<file path="src/hdl/hilbert_curve_index_convert_defines.svh">
// Assertion macros for the Hilbert curve index converter.
`ifndef HILBERT_CURVE_INDEX_CONVERT_DEFINES_SVH
`define HILBERT_CURVE_INDEX_CONVERT_DEFINES_SVH

// Same-cycle implication, muted while reset is asserted.
`define HCIC_ASSERT_IMPL(lbl, clk, rst_n, ante, cons, msg) \
    lbl: assert property (@(posedge clk) disable iff (!rst_n) (ante) |-> (cons)) \
        else $error(msg);

// Next-cycle implication, muted while reset is asserted.
`define HCIC_ASSERT_NEXT(lbl, clk, rst_n, ante, cons, msg) \
    lbl: assert property (@(posedge clk) disable iff (!rst_n) (ante) |=> (cons)) \
        else $error(msg);

`endif

</file>
<file path="src/hdl/hcic_pkg.sv">
// Shared constants for the Hilbert curve index converter.
package hcic_pkg;

    localparam int XY_W    = 8;   // coordinate field width
    localparam int IDX_W   = 16;  // curve index field width
    localparam int ORDER_W = 4;   // curve order register width
    localparam int DATA_W  = 2 * XY_W + IDX_W;

    localparam logic [ORDER_W-1:0] ORDER_RESET = ORDER_W'(4);

    typedef enum logic {
        REQ_XY_TO_IDX = 1'b0,
        REQ_IDX_TO_XY = 1'b1
    } t_req;

endpackage

</file>
<file path="src/hdl/hcic_level.sv">
// One pipelined level of the Hilbert curve conversion, both directions.
module hcic_level import hcic_pkg::*; #(
    parameter int MAX_ORDER = 8,
    parameter int LEVEL     = 0
) (
    input  logic                         i_clk,
    input  logic                         i_rst_n,
    // upstream side
    input  logic                         i_valid,
    output logic                         o_ready,
    input  t_req                         i_type,
    input  logic [$clog2(MAX_ORDER+1)-1:0] i_k,
    input  logic [MAX_ORDER-1:0]         i_x,
    input  logic [MAX_ORDER-1:0]         i_y,
    input  logic [2*MAX_ORDER-1:0]       i_d,
    // downstream side
    output logic                         o_valid,
    input  logic                         i_ready,
    output t_req                         o_type,
    output logic [$clog2(MAX_ORDER+1)-1:0] o_k,
    output logic [MAX_ORDER-1:0]         o_x,
    output logic [MAX_ORDER-1:0]         o_y,
    output logic [2*MAX_ORDER-1:0]       o_d
);

    localparam int KW = $clog2(MAX_ORDER + 1);
    // xy->d walks from the top bit down, d->xy from the bottom up
    localparam int C2I_BIT = MAX_ORDER - 1 - LEVEL;
    localparam logic [KW-1:0] C2I_FROM = KW'(MAX_ORDER - LEVEL);
    localparam logic [KW-1:0] I2C_LVL  = KW'(LEVEL);
    localparam logic [MAX_ORDER-1:0] LOW_MASK = {MAX_ORDER{1'b1}} >> (MAX_ORDER - LEVEL);

    logic                   r_valid;
    t_req                   r_type;
    logic [KW-1:0]          r_k;
    logic [MAX_ORDER-1:0]   r_x, r_y;
    logic [2*MAX_ORDER-1:0] r_d;

    logic [MAX_ORDER-1:0]   n_x, n_y;
    logic [2*MAX_ORDER-1:0] n_d;
    logic                   rx, ry;

    assign o_ready = !r_valid || i_ready;

    always_comb begin
        n_x = i_x;
        n_y = i_y;
        n_d = i_d;
        rx  = 1'b0;
        ry  = 1'b0;
        case (i_type)
            REQ_XY_TO_IDX: begin
                if (i_k >= C2I_FROM) begin
                    rx = i_x[C2I_BIT];
                    ry = i_y[C2I_BIT];
                    n_d[2*C2I_BIT +: 2] = {rx, rx ^ ry};
                    if (!ry) begin
                        // stale upper bits are never read again
                        n_x = rx ? ~i_y : i_y;
                        n_y = rx ? ~i_x : i_x;
                    end
                end
            end
            REQ_IDX_TO_XY: begin
                if (i_k > I2C_LVL) begin
                    rx = i_d[2*LEVEL+1];
                    ry = i_d[2*LEVEL] ^ rx;
                    if (!ry) begin
                        n_x = rx ? (~i_y & LOW_MASK) : i_y;
                        n_y = rx ? (~i_x & LOW_MASK) : i_x;
                    end
                    n_x[LEVEL] = rx;
                    n_y[LEVEL] = ry;
                end
            end
            default: begin
                n_x = i_x;
            end
        endcase
    end

    always_ff @(posedge i_clk) begin
        if (!i_rst_n) begin
            r_valid <= 1'b0;
        end else if (o_ready) begin
            r_valid <= i_valid;
        end
    end

    always_ff @(posedge i_clk) begin
        if (i_valid && o_ready) begin
            r_type <= i_type;
            r_k    <= i_k;
            r_x    <= n_x;
            r_y    <= n_y;
            r_d    <= n_d;
        end
    end

    assign o_valid = r_valid;
    assign o_type  = r_type;
    assign o_k     = r_k;
    assign o_x     = r_x;
    assign o_y     = r_y;
    assign o_d     = r_d;

endmodule

</file>
<file path="src/hdl/hilbert_curve_index_convert.sv">
// Hilbert curve converter top level: point to curve index and back.
//
//  channel   dir  beat contents
//  s_axis    in   tdata: in_x, in_y, in_index   tuser: req_type
//  m_axis    out  tdata: out_x, out_y, out_index
//  cfg       in   i_cfg_we / i_cfg_wdata: curve_order
//
// The pipe holds an input register, one register per curve level,
// and an output register. One beat enters per cycle while the input is not stalled.
// Each level register holds its beat when the next one is full and stalled;
// empty levels keep filling, so the input stalls only with the pipe full.
// Synchronous active-low reset clears the valid bits and sets curve_order to 4.
module hilbert_curve_index_convert import hcic_pkg::*; #(
    parameter int MAX_ORDER = 8
) (
    input  logic                i_clk,
    input  logic                i_rst_n,
    input  logic                i_cfg_we,
    input  logic [ORDER_W-1:0]  i_cfg_wdata,    // curve_order
    input  logic                s_axis_tvalid,
    output logic                s_axis_tready,
    input  logic [DATA_W-1:0]   s_axis_tdata,   // in_x [7:0], in_y [15:8], in_index [31:16]
    input  logic                s_axis_tuser,   // req_type
    output logic                m_axis_tvalid,
    input  logic                m_axis_tready,
    output logic [DATA_W-1:0]   m_axis_tdata    // out_x [7:0], out_y [15:8], out_index [31:16]
);

    `include "hilbert_curve_index_convert_defines.svh"

    localparam int KW = $clog2(MAX_ORDER + 1);
    localparam int DW = 2 * MAX_ORDER;

    logic [ORDER_W-1:0]   r_curve_order;
    logic [KW-1:0]        k_eff;
    logic [MAX_ORDER-1:0] coord_mask;
    logic [DW-1:0]        idx_mask;

    // input stage
    logic                 r_v0;
    t_req                 r_type0;
    logic [KW-1:0]        r_k0;
    logic [MAX_ORDER-1:0] r_x0, r_y0;
    logic [DW-1:0]        r_d0;
    logic                 ready0;
    t_req                 in_type;

    // level chain, entry j feeds level j
    logic [MAX_ORDER:0]   lv_valid, lv_ready;
    t_req                 lv_type [MAX_ORDER+1];
    logic [KW-1:0]        lv_k    [MAX_ORDER+1];
    logic [MAX_ORDER-1:0] lv_x    [MAX_ORDER+1];
    logic [MAX_ORDER-1:0] lv_y    [MAX_ORDER+1];
    logic [DW-1:0]        lv_d    [MAX_ORDER+1];

    // output stage
    logic                 r_ov;
    logic [XY_W-1:0]      r_ox, r_oy;
    logic [IDX_W-1:0]     r_oidx;

    always_ff @(posedge i_clk) begin
        if (!i_rst_n) begin
            r_curve_order <= ORDER_RESET;
        end else if (i_cfg_we) begin
            r_curve_order <= i_cfg_wdata;
        end
    end

    always_comb begin
        if (r_curve_order == '0) begin
            k_eff = KW'(1);
        end else if (int'(r_curve_order) > MAX_ORDER) begin
            k_eff = KW'(MAX_ORDER);
        end else begin
            k_eff = KW'(r_curve_order);
        end
    end

    always_comb begin
        for (int i = 0; i < MAX_ORDER; i++) begin
            coord_mask[i]      = int'(k_eff) > i;
            idx_mask[2*i +: 2] = {2{int'(k_eff) > i}};
        end
    end

    assign in_type       = t_req'(s_axis_tuser);
    assign ready0        = !r_v0 || lv_ready[0];
    assign s_axis_tready = ready0;

    always_ff @(posedge i_clk) begin
        if (!i_rst_n) begin
            r_v0 <= 1'b0;
        end else if (ready0) begin
            r_v0 <= s_axis_tvalid;
        end
    end

    always_ff @(posedge i_clk) begin
        if (s_axis_tvalid && ready0) begin
            r_type0 <= in_type;
            r_k0    <= k_eff;
            if (in_type == REQ_XY_TO_IDX) begin
                r_x0 <= MAX_ORDER'(s_axis_tdata[XY_W-1:0]) & coord_mask;
                r_y0 <= MAX_ORDER'(s_axis_tdata[2*XY_W-1:XY_W]) & coord_mask;
                r_d0 <= '0;
            end else begin
                r_x0 <= '0;
                r_y0 <= '0;
                r_d0 <= DW'(s_axis_tdata[DATA_W-1:2*XY_W]) & idx_mask;
            end
        end
    end

    assign lv_valid[0] = r_v0;
    assign lv_type[0]  = r_type0;
    assign lv_k[0]     = r_k0;
    assign lv_x[0]     = r_x0;
    assign lv_y[0]     = r_y0;
    assign lv_d[0]     = r_d0;

    for (genvar j = 0; j < MAX_ORDER; j++) begin : g_level
        hcic_level #(
            .MAX_ORDER (MAX_ORDER),
            .LEVEL     (j)
        ) u_level (
            .i_clk   (i_clk),
            .i_rst_n (i_rst_n),
            .i_valid (lv_valid[j]),
            .o_ready (lv_ready[j]),
            .i_type  (lv_type[j]),
            .i_k     (lv_k[j]),
            .i_x     (lv_x[j]),
            .i_y     (lv_y[j]),
            .i_d     (lv_d[j]),
            .o_valid (lv_valid[j+1]),
            .i_ready (lv_ready[j+1]),
            .o_type  (lv_type[j+1]),
            .o_k     (lv_k[j+1]),
            .o_x     (lv_x[j+1]),
            .o_y     (lv_y[j+1]),
            .o_d     (lv_d[j+1])
        );
    end

    assign lv_ready[MAX_ORDER] = !r_ov || m_axis_tready;

    always_ff @(posedge i_clk) begin
        if (!i_rst_n) begin
            r_ov <= 1'b0;
        end else if (lv_ready[MAX_ORDER]) begin
            r_ov <= lv_valid[MAX_ORDER];
        end
    end

    always_ff @(posedge i_clk) begin
        if (lv_valid[MAX_ORDER] && lv_ready[MAX_ORDER]) begin
            if (lv_type[MAX_ORDER] == REQ_IDX_TO_XY) begin
                r_ox   <= XY_W'(lv_x[MAX_ORDER]);
                r_oy   <= XY_W'(lv_y[MAX_ORDER]);
                r_oidx <= '0;
            end else begin
                r_ox   <= '0;
                r_oy   <= '0;
                r_oidx <= IDX_W'(lv_d[MAX_ORDER]);
            end
        end
    end

    assign m_axis_tvalid = r_ov;
    assign m_axis_tdata  = {r_oidx, r_oy, r_ox};

    `HCIC_ASSERT_IMPL(a_one_result_kind, i_clk, i_rst_n,
        m_axis_tvalid && (m_axis_tdata[2*XY_W-1:0] != '0),
        m_axis_tdata[DATA_W-1:2*XY_W] == '0, "point and index both nonzero in one beat")
    `HCIC_ASSERT_IMPL(a_stall_only_when_full, i_clk, i_rst_n, !s_axis_tready,
        m_axis_tvalid && !m_axis_tready, "input stalled while output is free")
    `HCIC_ASSERT_IMPL(a_order_in_range, i_clk, i_rst_n, 1'b1,
        (k_eff != '0) && (int'(k_eff) <= MAX_ORDER), "effective order out of range")
    `HCIC_ASSERT_NEXT(a_last_level_holds, i_clk, i_rst_n,
        lv_valid[MAX_ORDER] && !lv_ready[MAX_ORDER], lv_valid[MAX_ORDER],
        "last level dropped a stalled beat")

endmodule

</file>
<file path="config.mk">
export PLATFORM = sky130hd
export DESIGN_NAME = hilbert_curve_index_convert
export DESIGN_NICKNAME = d
export VERILOG_FILES = /design/src/hdl/hcic_pkg.sv /design/src/hdl/hcic_level.sv /design/src/hdl/hilbert_curve_index_convert.sv
export VERILOG_INCLUDE_DIRS = /design/src /design/src/hdl
export SDC_FILE = /design/constraint.sdc
export NUM_CORES = 1
export LEC_CHECK = 0
export BUFFER_PORTS_ARGS = -buffer_cell sky130_fd_sc_hd__buf_2
export CORE_AREA = 5 5 216 218
export DETAILED_ROUTE_END_ITERATION = 8
export DIE_AREA = 0 0 221 223
export PLACE_DENSITY_LB_ADDON = 0.1
export SLEW_MARGIN = 30
export SYNTH_ARGS = -nofsm -noshare
export SYNTH_HDL_FRONTEND = slang
export SYNTH_SLANG_ARGS = --single-unit
</file>
<file path="constraint.sdc">
create_clock -name i_clk -period 3.8 [get_ports i_clk]
set_input_delay 0.19 -clock i_clk [delete_from_list [all_inputs] [get_ports i_clk]]
set_output_delay 0.19 -clock i_clk [all_outputs]
set_load 0.005 [all_outputs]
</file>
After elaboration in Yosys (flattened, before gate mapping)
Index checks and enable logic that the tools add are counted.
- bits in registers: 375
- output and inout bits: 34
- word-level logic and storage cells: 287
- order comparisons: 25
- mux-type cells: 130
- bitwise logic cells: 43
- reduce and logical (&&, ||, !) cells: 31
- operator list (kind ; number):
    $mux 8 ; 92
    $pmux 8 s2 ; 16
    $not 8->8 ; 16
    $gt 4x3->1 const B ; 8
    $mux 2 ; 16
    $mux 7 ; 4
    $and 16x16->16 ; 1
    $and 8x8->8 ; 2
    $ge 4x3->1 const B ; 4
    $gt 4x1->1 const B ; 4
    $gt 4x2->1 const B ; 4
    $xor 1x1->1 ; 16
    $logic_and 1x1->1 ; 10
    $logic_not 1->1 ; 10
    $logic_or 1x1->1 ; 10
    $ge 4x2->1 const B ; 2
    $mux 4 ; 2
    $not 1->1 ; 8
    $ge 4x1->1 const B ; 1
    $ge 4x4->1 const B ; 1
    $gt 4x4->1 const B ; 1
    $logic_not 4->1 ; 1

Depth between registers and ports, before layout
- depth in word-level cells: 12
- depth in mapped cells: 6
- mapped depth without buffers: 5

Modules after synthesis
From an unflattened synthesis, not the netlist that was laid out.
- cells, all modules: 1387
- area, all modules: 18401.4 um2
- by module, submodules not included (module ; times used ; cells an instance ; area an instance (um2)):
    hilbert_curve_index_convert ; 1 ; 183 ; 2981.6
    hcic_level (g_level[7].u_level) ; 1 ; 196 ; 2168.3
    hcic_level (g_level[6].u_level) ; 1 ; 175 ; 2079.5
    hcic_level (g_level[0].u_level) ; 1 ; 145 ; 2016.9
    hcic_level (g_level[1].u_level) ; 1 ; 142 ; 1874.3
    hcic_level (g_level[2].u_level) ; 1 ; 157 ; 1861.8
    hcic_level (g_level[3].u_level) ; 1 ; 143 ; 1861.8
    hcic_level (g_level[4].u_level) ; 1 ; 126 ; 1795.5
    hcic_level (g_level[5].u_level) ; 1 ; 120 ; 1761.7

Worst setup path after synthesis
Ideal clock, no wire load.
- path kind: register to register
- start point: reg r_ov (netlist: m_axis_tvalid)
- end point: reg g_level[5].u_level.r_d[0], enable pin
- library setup time: 0.488 ns
- data arrival time: 3.414 ns
- slack: -0.102 ns
- stages on the path, launching flop included: 4
- buffers on the path: 0
- period minus slack after synthesis: 3.902 ns
- path through: dfxtp_1 nor2b_1 and3_1 a21boi_0
- cells in the longest elaborated chain, start to end: 6
- RTL lines (element ; RTL line ; source):
    from (decl) ; hilbert_curve_index_convert.sv:57 ; logic r_ov;
    from (signal assigned) ; hilbert_curve_index_convert.sv:151 ; r_ov <= lv_valid[MAX_ORDER];
    $logic_not 1->1 ; hilbert_curve_index_convert.sv:145 ; assign lv_ready[MAX_ORDER] = !r_ov || m_axis_tready;
    $logic_or 1x1->1 ; hilbert_curve_index_convert.sv:145 ;
    $logic_or 1x1->1 (3 in a row) ; hcic_level.sv:43 ; assign o_ready = !r_valid || i_ready;
    $logic_and 1x1->1 ; hcic_level.sv:91 ; if (i_valid && o_ready) begin
    to (signal assigned) ; hcic_level.sv:96 ; r_d <= n_d;
    to (decl) ; hcic_level.sv:37 ; logic [2*MAX_ORDER-1:0] r_d;
No other way between the ends.
A chain may end at the register's enable or synchronous reset.

Worst setup path in the final report
- start point: reg g_level[7].u_level.r_valid
- end point: out s_axis_tready
- cells in the longest elaborated chain, start to end: 10
- RTL lines (element ; RTL line ; source):
    from (decl) ; hcic_level.sv:33 ; logic r_valid;
    from (signal assigned) ; hcic_level.sv:86 ; r_valid <= i_valid;
    $logic_not 1->1 ; hcic_level.sv:43 ;
    $logic_or 1x1->1 (8 in a row) ; hcic_level.sv:43 ;
    $logic_or 1x1->1 ; hilbert_curve_index_convert.sv:87 ; assign ready0 = !r_v0 || lv_ready[0];
    to (decl) ; hilbert_curve_index_convert.sv:21 ; output logic s_axis_tready,
No other way between the ends.

==> results.md <==
- The final route contains 10,900 vias.
- The later pin in the worst-skew pair is clocked with a latency of 0.56 ns.
- The kind of cell with the highest combined delay along the critical path is simple AND/OR/NAND/NOR gates.
- The number of enable flip-flop cells after synthesis is 361.
- In the post-synthesis netlist, the biggest area contributors are edfxtp_1, mux2i_1, xor2_1.
- The critical path in this run is classified as reg2out.
- In this design, the stage delay of the slowest critical-path cell is 0.66 ns.
- The number of primary I/O pins is 76.
- In this run the mean area of a mapped cell was 13.0 µm².
- The area added between synthesis and finish is 16.7%.
- The first detailed-routing pass took 5 iterations.
- The final critical-path required period is 2.46 ns.
- The share of Yosys cell area claimed by the top area cell type is 61.6%.
- The library cells used most frequently in the layout, excluding fill and tap cells, are edfxtp_1, buf_2, a21oi_1.
- Of all nets on the critical path, the largest fanout is 7.
- The number of inserted filler cells in the final layout is 4,048.
- For this design the ratio of total power to cell area is 442 nW/µm².
- The initial utilization of the core area, before any placement, comes to 39.4%.
- In this run, the number of DRC markers left after iteration 0 of detailed routing was 588.
- The number of DRC violations after detailed routing is 0.
- The TritonCTS clock tree is built.
- The multi-input combinational cell area is 6080 µm².
- The width of the die is 221 µm.
- The floorplan has 78 rows.
- Buffers placed on the I/O ports in this run total 75.
- Cells with a size suffix above 1 make up 14.6% of the layout.
- Data arrives at the worst endpoint at 2.27 ns.
- The total number of H-tree levels is 2.
- On the final layout, the worst clock skew is 0.0144 ns.
- The routed design uses 1.13 mm of met3 wire.
- The setup total negative slack is 0 ns.
- After synthesis, flip-flops and latches occupy 63.2% of the total area.
- The first global-routing pass estimated 59.1 mm of wire.
- The overall overflow remaining after global route is 0.
- Setup repair after global routing left no endpoint under its margin.
- The number of buffers added by the clock tree synthesis step is 42.
- The count of maximum capacitance violations is 0.
- Setup violations remaining at the end of the flow were counted as 0.
- The slew at the pin closest to its max-slew limit is 0.958 ns.
- From bottom edge to top edge, the die measures 223 µm.
- Entering global routing, the biggest net connects 38 pins.
- The weighted congestion reported at the end of routability-driven placement is 0.789.
- For this run, the number of Yosys warnings is 0.
- The initial antenna violation count was 0.
- Wire segments on met2 add up to 18.7 mm in the final route.
- The worst hold path belongs to the class in2reg.
- Summed over all layers, the routed wires come to 36.3 mm.
- The critical path endpoint category is a primary output.
- When the netlist entered floorplanning its net count stood at 1,403.
- After detailed routing, the average wire length per cell comes to 17.4 µm.
- The slowest stage of the critical path belongs to the cell nor3_2.
- The clock slew at the register clock pins of the worst setup and hold paths is 0.05 ns.
- The HPWL reported at the end of detailed placement is 25.1 mm.
- Leaving out fill and tap cells, the most frequent cell in the layout is edfxtp_1.
- The share of flip-flops with an asynchronous set or reset is 0%.
- The floorplan step defined a die boundary enclosing 49,300 µm².
- The number of antenna diodes in the final layout is 0.
- The fraction of the cycle the final worst path needs is 64.8%.
- The antenna violation net count after detailed routing is 0.
- The detailed router put a total of 14.9 mm of wire on met1.
- Measured against its own limit, the worst slew margin works out to 36.1%.
- The count of endpoints failing hold in the final timing report was 0.
- The number of buffers and inverters on the critical path is 1.
- In this run the clock root is driven by a clkbuf_16.
- The net total in the final layout is 1,504.
- The mapped netlist covers 17,600 µm².
- CTS saw 375 sinks.
- The most frequently used flop master after synthesis is edfxtp_1.
- In the routed layout, each cell is associated on average with a via count of 5.22.
- Counting every instance in the synthesized netlist gives 1,351.
- For the worst setup path, the data required time is 3.61 ns.
- The number of max-slew violations in the final report is 0.
- Global routing used 14.6% of the available tracks.
- Registers take 11,100 µm².
- The total area inside the core boundary comes to 44,700 µm².
- The largest area contributor in the netlist is edfxtp_1.
- Final hold analysis gives a worst-case slack of 0.0644 ns.
- The flow ran to the end, and the final reports show no timing, DRC or antenna violations.
- The highest metal layer with signal wires is met4.
- The maximum clock frequency is 0.406 GHz.
- Traced cell by cell, the critical path runs through nand4b_1, nor3_2, nand4_1, buf_2.
- The startpoint class of the critical path is a register.
- In this run, distinct cell masters in the synthesized netlist total 74.
- The worst-case IR drop observed on VDD is 0.322 mV.
- The number of global-route vias before repair is 10,800.
- In this run, synthesis produced a sequential element count of 375.
- The largest buffer count on any clock path is 3.
- The leakage component of the power is 0.00727 µW.
[path summary, 6_finish.rpt]
| check | startpoint | end | slack, ns | cells after the start |
|---|---|---|---|---|
| setup / recovery | g_level[7].u_level.o_valid | s_axis_tready | 1.34 | 4 |
| hold / removal | m_axis_tready | m_axis_tvalid | 0.06 | 3 |
| setup reg to reg | g_level[5].u_level.o_k[3] | g_level[6].u_level.o_y[7] | 1.42 | 4 |
| hold reg to reg | g_level[1].u_level.o_d[14] | g_level[2].u_level.o_d[14] | 0.41 | 0 |
[repair_timing]
item	in CTS	in global routing
gates resized for setup	0	0
buffers inserted	0	0
hold buffers	47	0
hold endpoints to repair	46	0
[through the flow]
stage | total power [µW] | setup WS (ns) | cell area [µm²] | utilization (%) | std cells
finish | 9080 | 1.34 | 20500 | 46.0 | 2086
CTS | 9220 | 1.30 | 20400 | 45.8 | 2080
global route | 9450 | 1.19 | 20500 | 46.0 | 2086
global placement | 5140 | 1.47 | 18500 | 41.4 | 1950
detailed placement | 5150 | 1.44 | 18600 | 41.6 | 1955
floorplan | 5030 | 0.00981 | 17600 | - | 1351
[power by group]
| part | switching [µW] | total [µW] | internal (µW) |
|---|---|---|---|
| combinational | 188 | 392 | 204 |
| sequential | 98.9 | 4710 | 4610 |
| clock | 1610 | 3990 | 2380 |
[registers in the layout, summed over array words and instances (netlist names), 4 cells and up]
| name | count |
|---|---|
| g_level.u_level.o_d | 128 |
| g_level.u_level.o_k | 28 |
| g_level.u_level.o_type | 8 |
| g_level.u_level.o_valid | 8 |
| g_level.u_level.o_x | 64 |
| g_level.u_level.o_y | 64 |
| r_curve_order | 4 |
| r_d0 | 16 |
| r_k0 | 4 |
| r_oidx | 16 |
| r_ox | 8 |
| r_oy | 8 |
| r_x0 | 8 |
| r_y0 | 8 |
[worst register-to-register path, cell delays in order, from the launching register on]
cell	delay (ns)
edfxtp_1	0.43
or3_1	0.62
nand2_1	0.21
a21boi_1	0.77
a21o_1	0.23
[Yosys cell counts (12+ instances only)]
cell and instances:
a21o_1 15, a21oi_1 72, a221o_1 28, a221oi_1 14, a22oi_1 23, a32oi_1 12
and2_1 34, and3_1 16, buf_2 20, clkbuf_1 55, dfxtp_1 14, edfxtp_1 361
inv_1 26, mux2_2 21, mux2i_1 67, nand2_1 56, nand3_1 21, nor2_1 59
nor2b_1 65, nor3_1 26, nor3b_1 13, o211a_1 12, o211ai_1 15, o21a_1 15
o21ai_0 62, o221ai_1 13, xnor2_1 19, xor2_1 52
[layout make-up]
type	count	share of cell area [%]
multi-input cells	858	29.6
repair buffers	147	5.50
well taps	600	3.65
inverters	28	0.512
flip-flops and latches	375	54.1
clock inverters	30	1.41
clock buffers	48	5.23
[metal layers]
layer / vias to the layer above / track usage (%)
met3: 80 / 2.30
met2: 199 / 26.0
met4: 0 / 6.76
met1: 5237 / 17.4
met5: - / 0
li1: 5378 / -
[kinds of logic (layout without fill, tap and decap cells)]
kind of cell / count (synthesis) / after routing / share of synthesized area [%]
mux: 88 / 88 / 5.15
flops: 375 / 375 / 63.2
xor+xnor: 71 / 71 / 3.53
buf+inv: 118 / 253 / 2.81
compound gates: 350 / 350 / 14.1
simple gates: 339 / 339 / 10.5
fa+ha+maj: 10 / 10 / 0.711
Power figures use the tool's default switching activity.
